===== src/hdl/awsm_pkg.sv =====
`timescale 1ns / 1ps
// ---------------------------------------------------------------------------
// awsm_pkg: shared types and defaults of the adaptive weighted smoother
// Sample and fraction width defaults, and the control bundle that drives the
// serial divider and the serial multiply-accumulate.
// ---------------------------------------------------------------------------
package awsm_pkg;

    localparam int SAMPLE_WIDTH_DEF = 16;
    localparam int FRAC_BITS_DEF    = 16;

    // load: take fresh operands; step: advance one quotient bit
    typedef struct packed {
        logic load;
        logic step;
    } step_ctrl_t;

endpackage


===== src/hdl/awsm_divider.sv =====
`timescale 1ns / 1ps
// ---------------------------------------------------------------------------
// awsm_divider: bit-serial restoring divider
// Emits the weight diff * 2^FRAC_BITS / sum one quotient bit per cycle of step, MSB
// first, FRAC_BITS + 1 bits in all. A zero divisor yields an all-zero weight.
// ---------------------------------------------------------------------------
module awsm_divider #(
    parameter int SAMPLE_WIDTH = awsm_pkg::SAMPLE_WIDTH_DEF
) (
    input  logic                    aclk,
    input  awsm_pkg::step_ctrl_t    ctrl,
    input  logic [SAMPLE_WIDTH:0]   dividend,
    input  logic [SAMPLE_WIDTH:0]   divisor,
    output logic                    q_bit
);

    logic [SAMPLE_WIDTH+1:0] rem_reg;
    logic [SAMPLE_WIDTH+1:0] rem_next;
    logic [SAMPLE_WIDTH:0]   den_reg;
    logic                    zero_reg;
    logic                    ge;
    logic [SAMPLE_WIDTH+1:0] diff_rem;

    assign ge       = rem_reg >= {1'b0, den_reg};
    assign diff_rem = ge ? (rem_reg - {1'b0, den_reg}) : rem_reg;
    assign q_bit    = ge & ~zero_reg;

    always_comb begin
        rem_next = rem_reg;
        if (ctrl.load) begin
            rem_next = {1'b0, dividend};
        end else if (ctrl.step) begin
            // remainder stays below the divisor, so the shift never overflows
            rem_next = {diff_rem[SAMPLE_WIDTH:0], 1'b0};
        end
    end

    always_ff @(posedge aclk) begin
        rem_reg <= rem_next;
        if (ctrl.load) begin
            den_reg  <= divisor;
            zero_reg <= (divisor == '0);
        end
    end

endmodule


===== src/hdl/awsm_serial_mac.sv =====
`timescale 1ns / 1ps
// ---------------------------------------------------------------------------
// awsm_serial_mac: serial weighting and rounding
// Builds (p - x) * d from the quotient bits, MSB first, then forms
// x * 2^F + (p - x) * d + half and truncates toward zero to a sample.
// ---------------------------------------------------------------------------
module awsm_serial_mac #(
    parameter int SAMPLE_WIDTH = awsm_pkg::SAMPLE_WIDTH_DEF,
    parameter int FRAC_BITS    = awsm_pkg::FRAC_BITS_DEF
) (
    input  logic                            aclk,
    input  awsm_pkg::step_ctrl_t            ctrl,
    input  logic                            q_bit,
    input  logic signed [SAMPLE_WIDTH-1:0]  x_in,
    input  logic signed [SAMPLE_WIDTH-1:0]  p_in,
    output logic signed [SAMPLE_WIDTH-1:0]  y_out
);

    localparam int AW = SAMPLE_WIDTH + FRAC_BITS + 2;

    logic signed [AW-1:0]           acc_reg;
    logic signed [AW-1:0]           acc_next;
    logic signed [SAMPLE_WIDTH:0]   e_reg;
    logic signed [SAMPLE_WIDTH-1:0] x_reg;
    logic signed [AW-1:0]           num;
    logic signed [AW-1:0]           quo;
    logic                           frac_nz;

    always_comb begin
        acc_next = acc_reg;
        if (ctrl.load) begin
            acc_next = '0;
        end else if (ctrl.step) begin
            acc_next = (acc_reg <<< 1) + (q_bit ? AW'(e_reg) : AW'(0));
        end
    end

    always_ff @(posedge aclk) begin
        acc_reg <= acc_next;
        if (ctrl.load) begin
            x_reg <= x_in;
            e_reg <= (SAMPLE_WIDTH+1)'(p_in) - (SAMPLE_WIDTH+1)'(x_in);
        end
    end

    assign num     = acc_reg + (AW'(x_reg) <<< FRAC_BITS) + (AW'(1) <<< (FRAC_BITS - 1));
    assign quo     = num >>> FRAC_BITS;
    assign frac_nz = |num[FRAC_BITS-1:0];
    // truncate toward zero: bump negative values that lost a fraction
    assign y_out   = SAMPLE_WIDTH'(quo + ((num[AW-1] && frac_nz) ? AW'(1) : AW'(0)));

endmodule


===== src/hdl/adaptive_weighted_smoother_unit.sv =====
`timescale 1ns / 1ps
// Sequence: an accepted word steps through ST_CALC, one weight bit per cycle
//   from the bit-serial divider, then waits in ST_FINAL for a free output;
//   a block-start word goes straight to ST_FINAL and passes through unchanged.
// No new word is accepted until the last has gone to the output register.
// Reset: synchronous, active-low aresetn clears control and the previous output.
// ---------------------------------------------------------------------------
// adaptive_weighted_smoother_unit: adaptive weighted smoother top level
// Weights each sample against the previous output by |x-p| / (|x|+|p|) and
// blends the two; the first word of a block passes through unchanged.
// ---------------------------------------------------------------------------
module adaptive_weighted_smoother_unit #(
    parameter int SAMPLE_WIDTH = awsm_pkg::SAMPLE_WIDTH_DEF,
    parameter int FRAC_BITS    = awsm_pkg::FRAC_BITS_DEF
) (
    input  logic                            aclk,
    input  logic                            aresetn,
    input  logic                            s_valid,
    output logic                            s_ready,
    input  logic signed [SAMPLE_WIDTH-1:0]  s_sample,
    input  logic                            s_block_start,
    output logic                            m_valid,
    input  logic                            m_ready,
    output logic signed [SAMPLE_WIDTH-1:0]  m_smoothed
);

    localparam int CW = $clog2(FRAC_BITS + 2);

    localparam logic [1:0] ST_IDLE  = 2'd0;
    localparam logic [1:0] ST_CALC  = 2'd1;
    localparam logic [1:0] ST_FINAL = 2'd2;

    logic [1:0]                     state_reg, state_next;
    logic [CW-1:0]                  cnt_reg, cnt_next;
    logic                           start_reg;
    logic signed [SAMPLE_WIDTH-1:0] x_reg;
    logic signed [SAMPLE_WIDTH-1:0] prev_reg;
    logic                           m_valid_reg, m_valid_next;
    logic signed [SAMPLE_WIDTH-1:0] m_data_reg;

    logic                           accept;
    logic                           emit;
    awsm_pkg::step_ctrl_t           ctrl;
    logic                           q_bit;
    logic signed [SAMPLE_WIDTH-1:0] mac_y;
    logic signed [SAMPLE_WIDTH-1:0] result;

    logic signed [SAMPLE_WIDTH:0]   x_ext, p_ext, x_minus_p;
    logic [SAMPLE_WIDTH:0]          abs_x, abs_p, abs_diff, abs_sum;

    assign s_ready    = (state_reg == ST_IDLE);
    assign accept     = s_valid && s_ready;
    assign m_valid    = m_valid_reg;
    assign m_smoothed = m_data_reg;

    // operands of the weight, formed from the word being accepted
    assign x_ext     = (SAMPLE_WIDTH+1)'(s_sample);
    assign p_ext     = (SAMPLE_WIDTH+1)'(prev_reg);
    assign x_minus_p = x_ext - p_ext;
    assign abs_x     = x_ext[SAMPLE_WIDTH] ? -x_ext : x_ext;
    assign abs_p     = p_ext[SAMPLE_WIDTH] ? -p_ext : p_ext;
    assign abs_diff  = x_minus_p[SAMPLE_WIDTH] ? -x_minus_p : x_minus_p;
    assign abs_sum   = abs_x + abs_p;

    // load both serial units on every accept; a block-start word ignores them
    assign ctrl.load = accept;
    assign ctrl.step = (state_reg == ST_CALC);

    awsm_divider #(
        .SAMPLE_WIDTH(SAMPLE_WIDTH)
    ) u_div (
        .aclk     (aclk),
        .ctrl     (ctrl),
        .dividend (abs_diff),
        .divisor  (abs_sum),
        .q_bit    (q_bit)
    );

    awsm_serial_mac #(
        .SAMPLE_WIDTH(SAMPLE_WIDTH),
        .FRAC_BITS   (FRAC_BITS)
    ) u_mac (
        .aclk  (aclk),
        .ctrl  (ctrl),
        .q_bit (q_bit),
        .x_in  (s_sample),
        .p_in  (prev_reg),
        .y_out (mac_y)
    );

    assign result = start_reg ? x_reg : mac_y;
    // hand the word to the output register once it is free
    assign emit   = (state_reg == ST_FINAL) && (!m_valid_reg || m_ready);

    always_comb begin
        state_next = state_reg;
        cnt_next   = cnt_reg;
        unique case (state_reg)
            ST_IDLE: begin
                if (accept) begin
                    cnt_next   = '0;
                    state_next = s_block_start ? ST_FINAL : ST_CALC;
                end
            end
            ST_CALC: begin
                cnt_next = cnt_reg + CW'(1);
                if (cnt_reg == CW'(FRAC_BITS)) begin
                    state_next = ST_FINAL;
                end
            end
            ST_FINAL: begin
                if (emit) begin
                    state_next = ST_IDLE;
                end
            end
            default: begin
                state_next = ST_IDLE;
            end
        endcase
    end

    always_comb begin
        m_valid_next = m_valid_reg;
        if (emit) begin
            m_valid_next = 1'b1;
        end else if (m_ready) begin
            m_valid_next = 1'b0;
        end
    end

    always_ff @(posedge aclk) begin
        if (!aresetn) begin
            state_reg   <= ST_IDLE;
            cnt_reg     <= '0;
            m_valid_reg <= 1'b0;
            prev_reg    <= '0;
        end else begin
            state_reg   <= state_next;
            cnt_reg     <= cnt_next;
            m_valid_reg <= m_valid_next;
            if (emit) begin
                prev_reg <= result;
            end
        end
    end

    always_ff @(posedge aclk) begin
        if (accept) begin
            x_reg     <= s_sample;
            start_reg <= s_block_start;
        end
        if (emit) begin
            m_data_reg <= result;
        end
    end

endmodule


===== config.mk =====
export PLATFORM = sky130hd
export DESIGN_NAME = adaptive_weighted_smoother_unit
export DESIGN_NICKNAME = d
export VERILOG_FILES = /design/src/hdl/awsm_pkg.sv /design/src/hdl/awsm_divider.sv /design/src/hdl/awsm_serial_mac.sv /design/src/hdl/adaptive_weighted_smoother_unit.sv
export SDC_FILE = /design/constraint.sdc
export NUM_CORES = 1
export LEC_CHECK = 0
export BUFFER_PORTS_ARGS = -buffer_cell sky130_fd_sc_hd__buf_2
export CORE_ASPECT_RATIO = 0.7
export CORE_MARGIN = 2
export CORE_UTILIZATION = 64
export DETAILED_ROUTE_END_ITERATION = 8
export GPL_TIMING_DRIVEN = 0
export PLACE_DENSITY = 0.83
export SETUP_SLACK_MARGIN = 0.15
export SLEW_MARGIN = 20
export SYNTH_ARGS = -nofsm -noshare
export SYNTH_HDL_FRONTEND = slang
export SYNTH_HIERARCHICAL = 1
export SYNTH_SLANG_ARGS = --single-unit

===== constraint.sdc =====
create_clock -name aclk -period 6.65 [get_ports aclk]
set_input_delay 1.33 -clock aclk [delete_from_list [all_inputs] [get_ports aclk]]
set_output_delay 1.33 -clock aclk [all_outputs]
set_load 0.005 [all_outputs]

==> results.py, run 1 <==
metrics = {
    "logic_synthesis": {
        "synth-main-ff-cell": "edfxtp_1",
        "ys_seq_area_share_pct": 33.00,
        "async_flop_share_pct": 0,
        "synth_area_leaders": "edfxtp_1 24%, ha_1 12%, dfxtp_1 9.3%",
        "synth_top_area_cell": "edfxtp_1",
        "synth_edf_count": 101,
        "syn_nets": 1522,
        "ys_seq_elements": 160,
        "synth.yosys.warnings": 6,
        "ys_types": 99,
        "synth_top_area_share_pct": 23.75,
        "synth.avg_cell_area_um2": 9.293,
        "syn_area_um2": 12770,
        "synth_cells": 1374,
    },
    "final_layout": {
        "final_core_util_pct": 71.09,
        "fin_cells": 1718,
        "layout.nets": 1582,
        "largest_reg_flops": 34,
        "drive_above_1_share_pct": 10.09,
        "fillers": 1487,
        "syn2layout_area_growth_pct": 9.632,
    },
    "floorplan": {
        "die_height_um": 122.2,
        "core_area_um2": 19690,
        "die_w_um": 172.8,
        "dieArea_um2": 21110,
        "io_pins": 39,
        "start_util_pct": 64.84,
        "rows": 43,
    },
    "timing": {
        "fin_crit_sh_pct": 92.47,
        "maxSlewViolCount": 0,
        "worst_slew_pin_slew_ns": 0.9436,
        "maxSlewHeadroom_pct": 36.80,
        "setup_tns_ns": 0,
        "skew_ns": 0.01178,
        "max_freq_mhz": 162.6,
        "setup_viol": 0,
        "min_period_ns": 6.149,
        "rsz0062_at_grt": "no",
        "hold_viol": 0,
    },
    "setup_path": {
        "crit_required_ns": 6.99,
        "crit-reg2reg-capture": "u_mac/acc_reg[33]",
        "cp_max_fo": 10,
        "critical_path.top_delay_family": "compound AO/OA/AOI/OAI gates",
        "endpoint_kind": "flip-flop",
        "crit_path_top_delay_cell": "fa_1",
        "crit_path_cell_trace": "inv_1 > ha_1 > inv_1 > fa_1 > a211o_1 > a21o_1 > o2111a_2 > a211oi_4 > buf_12 > buf_6 > nor2_1 > clkbuf_1 > and2_1 > ha_1 > fa_1 > a211oi_2 > o21a_2 > nor4_2 > o31ai_4 > a31oi_4 > a31o_4 > a21o_1 > a21o_1 > a2111oi_2",
        "max_stage_delay_ns": 0.44,
        "cpMostUsedCell": "a21o_1",
        "worstSetupStartpointType": "flip-flop",
        "ff2ff_setup_slack_ns": 0.50,
        "reg2reg_depth": 24,
        "worstSetupPathType": "reg -> reg",
        "critical_path_buf_inv_count": 5,
        "crit_arrival_ns": 6.49,
        "r2r-start": "u_div/rem_reg[0]",
    },
    "global_routing": {
        "grt_pass1_vias": 10520,
        "grt_use_total_pct": 32.84,
        "antenna_found_initial": 1,
        "grt_max_degree": 53,
        "grt_first_pass_wirelength_um": 54970,
        "grt_overflow": 0,
    },
    "power_and_ir_drop": {
        "ir_drop_mv": 0.2099,
        "leakagePower_nw": 5.761,
        "powerDensity_nw_per_um2": 358.4,
    },
    "drt": {
        "drtAntennaViolNets": 0,
        "wirelength_um": 34410,
        "viasPerCell": 6.540,
        "avgRoutedWirePerCell_um": 20.03,
        "drt-pass1-iter-count": 6,
        "vias": 11240,
        "drc_errors": 0,
        "dr.first_iter.drc_count": 1400,
    },
    "hold_path": {
        "min_path_cells": 2,
        "hold_start": "u_mac/acc_reg[25]",
        "hold_path_class": "reg -> reg",
        "min_to": "u_mac/acc_reg[25]",
    },
    "placement": {
        "routabilityCongestion": 0.9516,
        "dp.cells": 1683,
        "dpl.hpwl_um": 25830,
        "io_buffers": 38,
    },
    "clocking": {
        "htree_levels": 4,
        "path_clk_slew_ns": 0.07,
        "cts_tree": "yes",
        "ctsHoldBuffers": 0,
        "cts.sinks": 160,
        "cts_root_buf": "clkbuf_16",
        "clk_latency_ns": 0.44,
        "clockBufferDepth": 2,
        "numCtsBuffers": 17,
    },
    "status": {
        "outcome": "finished, final reports clean",
    },
    "job": {
        "maxCapViolCount": 0,
    },
}
## how the worst max path moves through the flow
stage | slack [ns] | end | start | cells after the start
finish | 0.50 | u_mac/acc_reg[33] | u_div/rem_reg[0] | 24
global route | 0.29 | u_mac/acc_reg[33] | u_div/rem_reg[0] | 24
CTS | 0.36 | u_mac/acc_reg[33] | u_div/rem_reg[0] | 23
detailed placement | 0.44 | u_mac/acc_reg[33] | u_div/rem_reg[0] | 23
global placement | 0.53 | u_mac/acc_reg[33] | u_div/rem_reg[0] | 23
floorplan | 1.49 | u_mac/acc_reg[33] | u_div/rem_reg[0] | 23
## cells by family (layout without fill, tap and decap cells)
group | after synthesis | after routing | share of synthesized area (%)
AND/OR/NAND/NOR | 397 | 397 | 15.66
adder cells (fa/ha/maj) | 127 | 127 | 12.80
multiplexers | 59 | 59 | 4.802
buffers and inverters | 130 | 203 | 4.047
XOR/XNOR | 139 | 139 | 9.593
flip-flops | 160 | 160 | 33.00
other | 0 | 1 | 0
AO/OA/AOI/OAI | 362 | 362 | 20.10
## cells in the final DEF, fill, tap and decap left out, types with 28 or more instances in the layout
cell / count
a21o_1: 32
clkbuf_1: 28
buf_2: 38
inv_1: 90
mux2i_1: 41
nand2_1: 75
ha_1: 121
o21ai_0: 51
xor2_1: 40
nor2_1: 119
edfxtp_1: 101
nor3_1: 37
a21oi_1: 90
dfxtp_1: 59
xnor2_1: 98
## worst min-delay path, stage by stage, from the launching register on
cell	delay, ns
dfxtp_1	0.33
nand2_1	0.06
o21ai_0	0.06
## final cells by class
class | instances | area (um^2) | share of cell area (%)
clock inverters | 11 | 126.4 | 0.9028
flip-flops and latches | 160 | 4214 | 30.10
clock buffers | 21 | 514.2 | 3.674
well taps | 270 | 337.8 | 2.413
repair buffers | 41 | 245.2 | 1.752
diodes | 1 | 2.502 | 0.01788
inverters | 91 | 341.6 | 2.440
plain buffers | 39 | 176.4 | 1.260
multi-input cells | 1084 | 8040 | 57.44
## synth_stat cells, types with 14 or more instances
cell      number
a211oi_1      17
a21o_1        32
a21oi_1       90
and2_1        21
clkbuf_1      29
dfxtp_1       59
edfxtp_1     101
ha_1         121
inv_1         90
mux2_2        18
mux2i_1       41
nand2_1       75
nand2b_1      14
nand3_1       25
nand4_1       16
nor2_1       119
nor2b_1       19
nor3_1        37
nor4_1        14
o21a_1        14
o21ai_0       51
o31ai_1       14
xnor2_1       98
xor2_1        40
## metal layers
layer  GRT usage, %  part of all wire [%]  up-vias  routed length [um]
met4          9.428                   1.7        0                 573
met3          7.772                    12       56                4011
met1          49.43                    46     5389               15920
li1               -                     -     5172                   -
met5              0                     0        -                   0
met2          46.65                    40      619               13900
## report_power, final
group	total [mW]	leakage [nW]	switching (mW)	internal, mW
Clock	1.07	0.312	0.462	0.607
Combinational	2.54	4.00	1.52	1.02
Sequential	1.41	1.44	0.110	1.30
Total	5.02	5.76	2.10	2.92
## per-stage QoR
step,setup slack [ns],power [mW],instance area [um^2],hold slack [ns]
CTS,0.3650,4.899,13970,0.5028
floorplan,1.491,3.227,12770,0.4572
finish,0.5006,5.017,14000,0.4973
detailed placement,0.4364,3.814,13330,0.4934
global placement,0.5254,3.729,13300,0.4751
global route,0.2922,5.292,14000,0.5249
## repair_timing
action / 4_1_cts / 5_1_grt
resized for setup: 0 / 0
buffers inserted: 0 / 2
endpoints found under the hold margin: 0 / 0
endpoints found under the setup margin: 0 / 1
Note: power is estimated with default switching activity, not from simulation.
==> run 2: changes to the inputs <==
--- a/config.mk
+++ b/config.mk
@@ -6,7 +6,7 @@
 export NUM_CORES = 1
 export LEC_CHECK = 0
 export BUFFER_PORTS_ARGS = -buffer_cell sky130_fd_sc_hd__buf_2
-export CORE_ASPECT_RATIO = 0.7
+export CORE_ASPECT_RATIO = 1.2
 export CORE_MARGIN = 2
 export CORE_UTILIZATION = 64
 export DETAILED_ROUTE_END_ITERATION = 8
==> run 2 against run 1 <==
  * First-iteration DRC count is 57% lower
  * Count of clock-buffer cells in the layout is 3 lower
  * Clock power is 11% lower
  * Power is 4.7% lower
  * Non-clock buffer count is 2 lower
  * Combinational power is 5% lower
  * Sequential power hardly changed
  * Critical path depth is 1 lower
==> results.py, run 2 (synthesis results as in run 1) <==
metrics = {
    "global_routing": {
        "grt_overflow": 0,
        "grt_max_degree": 51,
        "grt_first_pass_wirelength_um": 52300,
        "grt_pass1_vias": 10910,
        "grt_use_total_pct": 30.74,
        "antenna_found_initial": 1,
    },
    "power_and_ir_drop": {
        "switching_share_pct": 41.23,
        "comb_power_share_pct": 50.6,
        "clkPwrFrac_pct": 20.0,
        "powerDensity_nw_per_um2": 344.3,
        "p_sw_mw": 1.972,
        "finalPower_mw": 4.782,
        "leakagePower_nw": 5.713,
        "seq_power_share_pct": 29.4,
        "ir_drop_mv": 0.2985,
        "intPower_mw": 2.811,
    },
    "drt": {
        "vias": 10700,
        "drt-pass1-iter-count": 5,
        "wirelength_um": 32310,
        "avgRoutedWirePerCell_um": 18.93,
        "drc_errors": 0,
        "dr.first_iter.drc_count": 600,
        "drtAntennaViolNets": 0,
        "viasPerCell": 6.267,
    },
    "timing": {
        "min_period_ns": 6.097,
        "maxSlewHeadroom_pct": 41.25,
        "skew_ns": 0.01059,
        "fin_crit_sh_pct": 91.69,
        "hold_viol": 0,
        "setup_tns_ns": 0,
        "rsz0062_at_grt": "no",
        "maxSlewViolCount": 0,
        "hold_ws_ns": 0.4991,
        "setup_viol": 0,
        "max_freq_mhz": 164.0,
        "worst_slew_pin_slew_ns": 0.8813,
    },
    "setup_path": {
        "endpoint_kind": "flip-flop",
        "crit_required_ns": 6.98,
        "cp-startpoint": "u_div/rem_reg[0]",
        "crit_arrival_ns": 6.43,
        "worstSetupStartpointType": "flip-flop",
        "crit_path_cell_trace": "inv_1 > ha_1 > inv_1 > fa_1 > a211o_1 > a21o_1 > o2111a_2 > a211oi_4 > buf_6 > nor2_1 > clkbuf_1 > and2_1 > ha_1 > fa_1 > a211oi_2 > o21a_2 > nor4_2 > o31ai_4 > a31oi_4 > a31o_4 > a21o_1 > a21o_1 > a2111oi_2",
        "crit_path_top_delay_cell": "a211oi_4",
        "worstSetupPathType": "reg -> reg",
        "max_stage_delay_ns": 0.46,
        "cp_max_fo": 10,
        "cpMostUsedCell": "a21o_1",
        "r2r-start": "u_div/rem_reg[0]",
    },
    "clocking": {
        "clk_latency_ns": 0.44,
        "clockBufferDepth": 2,
        "htree_levels": 4,
        "ctsHoldBuffers": 0,
        "cts_root_buf": "clkbuf_16",
        "post_cts_buffers": 0,
        "cts_resized": 0,
        "cts.sinks": 160,
        "cts_tree": "yes",
        "path_clk_slew_ns": 0.07,
        "numCtsBuffers": 17,
    },
    "final_layout": {
        "largest_reg_flops": 34,
        "drive_above_1_share_pct": 9.965,
        "final_common_cell": "ha_1",
        "layout.nets": 1580,
        "syn2layout_area_growth_pct": 8.770,
        "final_cell_mix": "121 x ha_1, 119 x nor2_1, 101 x edfxtp_1",
    },
    "floorplan": {
        "io_pins": 39,
        "rows": 56,
        "dieArea_um2": 21100,
        "die_w_um": 132.9,
        "die_height_um": 158.7,
        "core_area_um2": 19550,
        "start_util_pct": 65.32,
    },
    "hold_path": {
        "hold_path_class": "reg -> reg",
        "hold_start": "u_mac/acc_reg[0]",
    },
    "status": {
        "outcome": "finished, final reports clean",
    },
    "placement": {
        "routabilityCongestion": 0.8879,
        "dpl.hpwl_um": 24780,
        "io_buffers": 38,
    },
    "job": {
        "maxCapViolCount": 0,
    },
}
[run 2: changes by cell type in the layout (fill, tap and decap cells not counted), sizes merged]
cell and delta:
clkinv +4, clkbuf -3, inv -2, clkinvlp +1, buf -2
[run 2: layer usage]
layer | global-route usage [%] | vias to the layer above | wire (um)
li1 | - | 5180 | -
met1 | 33.35 | 5067 | 12690
met2 | 55.82 | 318 | 16590
met3 | 3.863 | 132 | 1150
met4 | 19.84 | 0 | 1873
met5 | 0 | - | 0
[run 2: cell type report]
type                       count  area, um^2
timing repair buffer          39       217.7
clock buffer                  18       439.2
clock inverter                14       130.1
inverter                      91       341.6
buffer                        39       176.4
tap                          261       326.6
sequential                   160        4214
fill                        1446        5660
multi-input combinational   1084        8040
antenna                        1       2.502
[run 2: power by group through the flow]
stage	logic, mW	clock network (mW)	registers (mW)
4_1_cts	2.39	0.960	1.40
2_1_floorplan	1.84	0	1.39
3_3_place_gp	2.30	0	1.42
3_5_place_dp	2.37	0	1.42
5_1_grt	2.65	0.999	1.42
6_report	2.42	0.956	1.40
[run 2: path summary, 6_finish.rpt]
kind,endpoint,slack [ns],cells past startpoint
max,u_mac/acc_reg[33],0.55,23
min,u_mac/acc_reg[0],0.50,2
max reg2reg,u_mac/acc_reg[33],0.55,23
min reg2reg,u_mac/acc_reg[0],0.50,2
[run 2: worst max-delay path, delay by kind of cell (launching register included)]
family / cells / cell delay [ns]
compound gates: 12 / 3.32
fa+ha+maj: 4 / 1.24
buf+inv: 4 / 0.62
flops: 1 / 0.36
simple gates: 3 / 0.43
[run 2: metrics by stage]
stage / utilization (%) / area [um^2] / worst slack, ns / instances
after floorplan: - / 12770 / 1.491 / 1374
after global routing: 71.04 / 13890 / 0.2639 / 1707
after detailed placement: 68.12 / 13320 / 0.5690 / 1674
after CTS: 71.03 / 13890 / 0.5152 / 1706
after global placement: 67.96 / 13290 / 0.5983 / 1673
final: 71.04 / 13890 / 0.5528 / 1707
==> run 3: changes to the inputs <==
--- a/config.mk
+++ b/config.mk
@@ -5,13 +5,14 @@
 export SDC_FILE = /design/constraint.sdc
 export NUM_CORES = 1
 export LEC_CHECK = 0
+export ABC_AREA = 1
 export BUFFER_PORTS_ARGS = -buffer_cell sky130_fd_sc_hd__buf_2
 export CORE_ASPECT_RATIO = 1.2
 export CORE_MARGIN = 2
-export CORE_UTILIZATION = 64
+export CORE_UTILIZATION = 65
 export DETAILED_ROUTE_END_ITERATION = 8
 export GPL_TIMING_DRIVEN = 0
-export PLACE_DENSITY = 0.83
+export PLACE_DENSITY = 0.84
 export SETUP_SLACK_MARGIN = 0.15
 export SLEW_MARGIN = 20
 export SYNTH_ARGS = -nofsm -noshare
==> run 3 against run 2 <==
  * Clock power up 2.9%
  * Sequential share of layout area fell by 3.5 points
  * Non-clock buffer count shrank 10
  * Global-route usage up 3.9 points
  * Setup slack gained 0.99 ns
  * Clock skew increased by 0.00059 ns
  * Count of clock-buffer cells in the layout did not move
  * Critical path type unchanged
  * Largest cell class unchanged
  * Largest power group unchanged
==> results.py, run 3 <==
metrics = {
    "logic_synthesis": {
        "ys_seq_area_share_pct": 29.10,
        "async_flop_share_pct": 0,
        "synth_edf_count": 101,
        "yosysMostFrequentCell": "nand2_1",
        "synth-main-ff-cell": "edfxtp_1",
        "synth_cells": 2133,
        "synth.avg_cell_area_um2": 6.790,
        "synth_top_area_cell": "edfxtp_1",
        "syn_area_um2": 14480,
        "synth_area_leaders": "edfxtp_1 21%, nand2_1 15%, ha_1 10%",
        "synth.yosys.warnings": 6,
        "ys_seq_elements": 160,
        "synth_commonest_cells": "585 x nand2_1, 369 x inv_1, 190 x nor2_1, 161 x nand3_1, 133 x a21oi_1",
        "ys_types": 52,
        "syn_nets": 2281,
        "synth_top_area_share_pct": 20.94,
    },
    "power_and_ir_drop": {
        "powerDensity_nw_per_um2": 384.2,
        "leakagePower_nw": 8.215,
        "ir_drop_mv": 0.4001,
    },
    "global_routing": {
        "grt_first_pass_wirelength_um": 64920,
        "grt_use_total_pct": 34.65,
        "grt_max_degree": 30,
        "grt_overflow": 0,
        "antenna_found_initial": 0,
        "grt_pass1_vias": 13540,
    },
    "final_layout": {
        "final_common_cell": "nand2_1",
        "drive_above_1_share_pct": 7.619,
        "layout.nets": 2340,
        "largest_reg_flops": 34,
        "syn2layout_area_growth_pct": 8.277,
        "final_cell_mix": "585 x nand2_1, 369 x inv_1, 189 x nor2_1",
        "fin_cells": 2479,
        "regArea_um2": 4214,
        "diodes": 0,
        "final_core_util_pct": 72.01,
        "fillers": 1841,
        "multiInputGateArea_um2": 8717,
    },
    "setup_path": {
        "cp_max_fo": 10,
        "critical_path.top_delay_family": "simple AND/OR/NAND/NOR gates",
        "worstSetupPathType": "reg -> reg",
        "crit_arrival_ns": 5.44,
        "worstSetupStartpointType": "flip-flop",
        "r2r-start": "u_div/den_reg[0]",
        "crit_path_top_delay_cell": "o21ai_0",
        "endpoint_kind": "flip-flop",
        "ff2ff_setup_slack_ns": 1.55,
        "crit-reg2reg-capture": "u_mac/acc_reg[31]",
        "crit_required_ns": 6.99,
        "max_stage_delay_ns": 0.61,
        "cpMostUsedCell": "nand2_2",
        "reg2reg_depth": 27,
        "critical_path_buf_inv_count": 6,
    },
    "drt": {
        "drtAntennaViolNets": 0,
        "avgRoutedWirePerCell_um": 16.30,
        "vias": 13960,
        "drc_errors": 0,
        "wirelength_um": 40410,
        "viasPerCell": 5.633,
        "drt-pass1-iter-count": 8,
        "dr.first_iter.drc_count": 1075,
    },
    "floorplan": {
        "core_area_um2": 21780,
        "die_height_um": 167.5,
        "start_util_pct": 66.50,
        "dieArea_um2": 23500,
        "io_pins": 39,
        "die_w_um": 140.3,
        "rows": 59,
    },
    "timing": {
        "worst_slew_pin_slew_ns": 0.8817,
        "hold_viol": 0,
        "min_period_ns": 5.103,
        "max_freq_mhz": 196.0,
        "skew_ns": 0.01118,
        "setup_viol": 0,
        "rsz0062_at_grt": "no",
        "maxSlewHeadroom_pct": 41.00,
        "fin_crit_sh_pct": 76.73,
        "finalWorstSetupSlack_ns": 1.547,
        "maxSlewViolCount": 0,
        "hold_ws_ns": 0.4774,
    },
    "clocking": {
        "htree_levels": 4,
        "clockBufferDepth": 2,
        "cts_root_buf": "clkbuf_16",
        "numCtsBuffers": 17,
        "post_cts_buffers": 0,
        "cts_resized": 0,
        "cts.sinks": 160,
        "cts_tree": "yes",
        "clk_latency_ns": 0.43,
        "path_clk_slew_ns": 0.07,
        "ctsHoldBuffers": 0,
    },
    "hold_path": {
        "hold_path_class": "reg -> reg",
        "min_path_cells": 2,
        "min_to": "cnt_reg[3]",
        "hold_start": "cnt_reg[3]",
    },
    "placement": {
        "io_buffers": 37,
        "routabilityCongestion": 0.9531,
        "dp.cells": 2447,
        "dpl.hpwl_um": 32460,
        "pre_cts_ws_ns": 1.692,
    },
    "status": {
        "outcome": "finished, final reports clean",
    },
    "job": {
        "maxCapViolCount": 0,
    },
}
run 3: metrics by stage:
| step | setup TNS (ns) | instance area [um^2] | total power [mW] |
|---|---|---|---|
| after CTS | 0 | 15680 | 5.970 |
| after global placement | -27.99 | 15010 | 4.873 |
| final | 0 | 15680 | 6.024 |
| after global routing | 0 | 15680 | 6.503 |
| after floorplan | 0 | 14480 | 4.095 |
| after detailed placement | 0 | 15090 | 4.970 |
run 3: logic make-up after synthesis:
family | share of synthesized area [%]
simple gates | 32.00
flops | 29.10
buf+inv | 10.76
xor+xnor | 5.927
mux | 1.244
compound gates | 9.685
fa+ha+maj | 11.28
run 3: worst reg2reg max path, delay by kind of cell, from the launching register on:
family,cells,cell delay [ns]
buffers and inverters,6,1.21
AO/OA/AOI/OAI,3,1.08
adder cells (fa/ha/maj),4,0.84
flip-flops,1,0.39
AND/OR/NAND/NOR,14,1.49
run 3: area by class of cell:
class	count	share of cell area [%]
multi-input combinational	1566	55.59
sequential	160	26.87
inverter	379	9.088
clock buffer	18	2.872
tap	274	2.186
timing repair buffer	40	1.660
clock inverter	14	0.8777
buffer	28	0.8537
run 3: worst max-delay path by stage:
| stage | from | to | slack, ns | cells after the start |
|---|---|---|---|---|
| 4_1_cts | u_div/den_reg[0] | u_mac/acc_reg[31] | 1.67 | 27 |
| 3_5_place_dp | u_div/den_reg[0] | u_mac/acc_reg[31] | 1.69 | 27 |
| 3_3_place_gp | s_valid | u_div/rem_reg[2] | -1.11 | 7 |
| 6_report | u_div/den_reg[0] | u_mac/acc_reg[31] | 1.55 | 27 |
| 5_1_grt | u_div/rem_reg[0] | u_mac/acc_reg[31] | 1.25 | 28 |
| 2_1_floorplan | s_valid | u_div/rem_reg[0] | 0.65 | 6 |
run 3: layer usage:
metal | GRT usage, % | part of all wire (%) | vias to the layer above
li1 | - | - | 6973
met1 | 38.52 | 38 | 6354
met2 | 64.75 | 51 | 494
met3 | 3.918 | 5.2 | 143
met4 | 17.79 | 5.9 | 0
met5 | 0 | 0 | -
run 3: report_power, final:
part / leakage (nW) / switching (mW) / internal, mW
Clock: 0.292 / 0.434 / 0.549
Sequential: 1.45 / 0.154 / 1.36
Combinational: 6.47 / 2.31 / 1.21
Total: 8.21 / 2.90 / 3.12
